**config.mk**
```make
export PLATFORM = sky130hd
export DESIGN_NAME = lcdc_fifo
export DESIGN_NICKNAME = d
export VERILOG_FILES = /design/src/rtl/lcdc_pkg.sv /design/src/rtl/lcdc_fifo.sv
export SDC_FILE = /design/constraint.sdc
export NUM_CORES = 1
export LEC_CHECK = 0
export BUFFER_PORTS_ARGS = -buffer_cell sky130_fd_sc_hd__buf_4
export CORE_MARGIN = 5
export CORE_UTILIZATION = 35
export DETAILED_ROUTE_END_ITERATION = 10
export PLACE_DENSITY = 0.55
export SLEW_MARGIN = 10
export SYNTH_ARGS = -nofsm -noshare
export SYNTH_HDL_FRONTEND = slang
export SYNTH_SLANG_ARGS = --single-unit
```
**constraint.sdc**
```tcl
create_clock -name clk -period 3.02 [get_ports clk]
set_clock_uncertainty 0.2 [all_clocks]
set_input_delay 0.604 -clock clk [delete_from_list [all_inputs] [get_ports clk]]
set_output_delay 0.604 -clock clk [all_outputs]
set_load 0.01 [all_outputs]
```
**src/rtl/lcdc_pkg.sv**
```systemverilog
package lcdc_pkg;

    localparam int GRAM_WIDTH   = 240;
    localparam int GRAM_HEIGHT  = 320;
    localparam int PANEL_WIDTH  = 240;
    localparam int PANEL_HEIGHT = 320;
    localparam int GRAM_DEPTH   = GRAM_WIDTH * GRAM_HEIGHT;
    localparam int ADDR_W       = $clog2(GRAM_DEPTH);
    localparam int CLR_W        = $clog2(GRAM_DEPTH + 1);

    localparam logic [7:0] CMD_SWRESET = 8'h01;
    localparam logic [7:0] CMD_SLPIN   = 8'h10;
    localparam logic [7:0] CMD_SLPOUT  = 8'h11;
    localparam logic [7:0] CMD_INVOFF  = 8'h20;
    localparam logic [7:0] CMD_INVON   = 8'h21;
    localparam logic [7:0] CMD_DISPOFF = 8'h28;
    localparam logic [7:0] CMD_DISPON  = 8'h29;
    localparam logic [7:0] CMD_CASET   = 8'h2A;
    localparam logic [7:0] CMD_RASET   = 8'h2B;
    localparam logic [7:0] CMD_RAMWR   = 8'h2C;
    localparam logic [7:0] CMD_MADCTL  = 8'h36;
    localparam logic [7:0] CMD_COLMOD  = 8'h3A;

    localparam logic [3:0]  FMT_RGB565 = 4'h5;
    localparam int          MADCTL_BGR = 3;
    localparam logic [31:0] BLACK_ARGB = 32'hFF00_0000;

    localparam logic [1:0] MODE_CMD  = 2'd0;
    localparam logic [1:0] MODE_DATA = 2'd1;
    localparam logic [1:0] MODE_READ = 2'd2;

    localparam logic [1:0] REG_SHOW_GRAM = 2'd0;

    localparam logic [15:0] XEND_RST = 16'(GRAM_WIDTH - 1);
    localparam logic [15:0] YEND_RST = 16'(GRAM_HEIGHT - 1);

    typedef struct packed {
        logic [1:0] mode;
        logic [7:0] byte_value;
        logic [7:0] pixel_x;
        logic [8:0] pixel_y;
    } item_t;

endpackage

```
**src/rtl/lcdc_fifo.sv**
```systemverilog
module lcdc_fifo
    import lcdc_pkg::*;
(
    input  logic  clk,
    input  logic  rst_n,
    input  logic  in_valid,
    output logic  in_ready,
    input  item_t in_item,
    output logic  out_valid,
    input  logic  out_ready,
    output item_t out_item
);
    item_t      mem_reg [2];
    logic       wp_reg;
    logic       rp_reg;
    logic [1:0] cnt_reg;
    logic       push;
    logic       pop;

    assign in_ready  = (cnt_reg != 2'd2);
    assign out_valid = (cnt_reg != 2'd0);
    assign out_item  = mem_reg[rp_reg];
    assign push      = in_valid && in_ready;
    assign pop       = out_valid && out_ready;

    always_ff @(posedge clk)
    begin
        if (push)
        begin
            mem_reg[wp_reg] <= in_item;
        end
    end

    always_ff @(posedge clk or negedge rst_n)
    begin
        if (!rst_n)
        begin
            wp_reg  <= 1'b0;
            rp_reg  <= 1'b0;
            cnt_reg <= 2'd0;
        end
        else
        begin
            if (push)
            begin
                wp_reg <= ~wp_reg;
            end
            if (pop)
            begin
                rp_reg <= ~rp_reg;
            end
            cnt_reg <= cnt_reg + {1'b0, push} - {1'b0, pop};
        end
    end
endmodule

```
==> reports/qor.yml <==
clockPowerShare: 0.238
internal-power_w: 0.00195
setup_viol_count_final: 0
synth_nets: 134
required_ps: 2220
cap_violations: 0
grtUsageTotal: 0.107
swShare: 0.277
antenna_found_initial: 0
dr.pass1.iters: 4
fillCellCount: 541
end_kind: "output port"
critPathKind: "reg -> out"
drv_slew: 0
die_w_um: 88.5
drive_gt1_frac: 0.576
cts_root_buf: "clkbuf_8"
finalCriticalPeriod_ps: 2490
synth_cells: 101
clk_path_buf_depth: 2
seq_area_frac_synth: 0.798
areaGrowthSynthToFinish_pct: 33.2
synth_area_um2: 2160
status: "finished clean"
cts_tree: "done"
die_area_um2: 7840
vdd_drop_max_mv: 0.667
worstPathMaxFanout: 23
grt_pass1_vias: 1260
ctsResizeCount: 0
fp.dieH_um: 88.5
ant_nets: 0
grt_overflow: 0
vias_per_cell: 4.49
fin_util: 0.483
htreeDepth: 3
drc: 0
clock.fmax_mhz: 401
nNetsFinal: 205
rsz0062_at_grt: "no"
p_per_area_nw_per_um2: 940
clk_latency_ps: 320
initial_utilization: 0.362
worst_slew_pin_slew_ps: 378
hp-class: "in -> reg"
avgSynthCellArea_um2: 21.4
holdWs_ps: 262
cts.sinks: 58
grt_pass1_wl_um: 5960
leakagePower_nw: 1.10
wl_per_cell_um: 15.0
fin_tns_setup_ps: 0
finalWirelength_um: 3790
final_common_cell: "buf_4"
p_switching_w: 0.000748
io_buffers: 59
yosysUniqueCellTypes: 14
clk_pin_slew_worst_paths_ps: 60
gp_congestion: 0.709
numCtsBuffers: 9
period_share: 0.826
yosysWarnings: 0
critPathLaunchType: "register"
drt-initial-drc-count: 25
grt_max_degree: 28
core_area_um2: 5960
ys_ff_latch: 58
rows: 28
final_cell_mix: "buf_4 (62), edfxtp_1 (54), mux2_2 (27)"
p_seq_frac: 0.431
power.share.combinational: 0.331
worstPathArrival_ps: 1690
finalHoldViolCount: 0
largest_reg_flops: 54
max-slew-margin-rel: 0.748
io_pins: 60
antennaDiodeCount: 0
total_power_w: 0.00270
routed-via-count: 1131
-- final timing paths --
check                                     startpoint                 endpoint  slack (ps)  cells past startpoint
worst max-delay path              rp_reg$_DFFE_PN0P_              out_item[5]         530                      3
worst min-delay path                      in_item[6]  mem_reg[1][6]$_DFFE_PP_         260                      1
worst max register to register  cnt_reg[1]$_DFF_PN0_     cnt_reg[1]$_DFF_PN0_        1120                      7
worst min register to register    wp_reg$_DFFE_PN0N_       wp_reg$_DFFE_PN0N_         310                      1
max in group asynchronous                      rst_n     cnt_reg[1]$_DFF_PN0_        2110                      2
min in group asynchronous                      rst_n     cnt_reg[0]$_DFF_PN0_         410                      2
-- cell usage after synthesis --
cell | instances | share of area
and2_4 | 1 | 0.0041
and3_1 | 1 | 0.0029
buf_6 | 3 | 0.016
dfrtp_1 | 4 | 0.046
edfxtp_1 | 54 | 0.75
ha_1 | 2 | 0.012
inv_1 | 1 | 0.0017
mux2_2 | 27 | 0.14
nand2_1 | 1 | 0.0017
nand2b_1 | 1 | 0.0029
nor2_1 | 1 | 0.0017
or2_1 | 1 | 0.0029
xnor2_1 | 3 | 0.012
xor2_1 | 1 | 0.0041
-- layer usage --
layer	track usage	vias to the layer above	share of wire
met1	0.121	547	0.40
met3	0.0438	7	0.092
met2	0.167	47	0.49
met4	0.0701	0	0.020
li1	-	530	-
met5	0	-	0
-- power groups by stage --
stage,Sequential (W),Clock [W],Combinational (W)
final,0.00117,0.000643,0.000894
after global routing,0.00118,0.000700,0.000981
after CTS,0.00117,0.000670,0.000921
after detailed placement,0.00119,0,0.000915
after global placement,0.00117,0,0.000908
after floorplan,0.00116,0,0.000554
-- layout make-up --
cell class	count	area, µm²	area share
clock buffers	12	135	0.0470
clock inverters	4	42.5	0.0148
multi-input cells	39	402	0.140
well taps	75	93.8	0.0327
repair buffers	63	475	0.165
flip-flops and latches	58	1720	0.599
inverters	1	3.75	0.00131
-- per-stage QoR --
| stage | setup WS (ps) | cells | area, µm² |
|---|---|---|---|
| 2_1_floorplan | 561 | 101 | 2160 |
| 3_3_place_gp | 877 | 235 | 2690 |
| 3_5_place_dp | 846 | 235 | 2690 |
| 4_1_cts | 488 | 252 | 2870 |
| 5_1_grt | 431 | 252 | 2870 |
| 6_report | 526 | 252 | 2870 |
-- kinds of logic after synthesis --
logic type / synth area share
xor gates and xnor gates: 0.0162
adders and majority gates: 0.0116
buffers and inverters: 0.0174
DFF: 0.798
muxes: 0.141
and+or+nand+nor: 0.0162
-- worst max-delay path, stage by stage (launching register included) --
cell	delay, ps
dfrtp_1	460
buf_4	360
mux2_2	390
buf_4	150
-- repair_timing --
item,in CTS,in global routing
setup buffers,0,0
hold buffers,1,0
endpoints found under the hold margin,4,0
No activity file was read; power rests on OpenSTA's default activity.
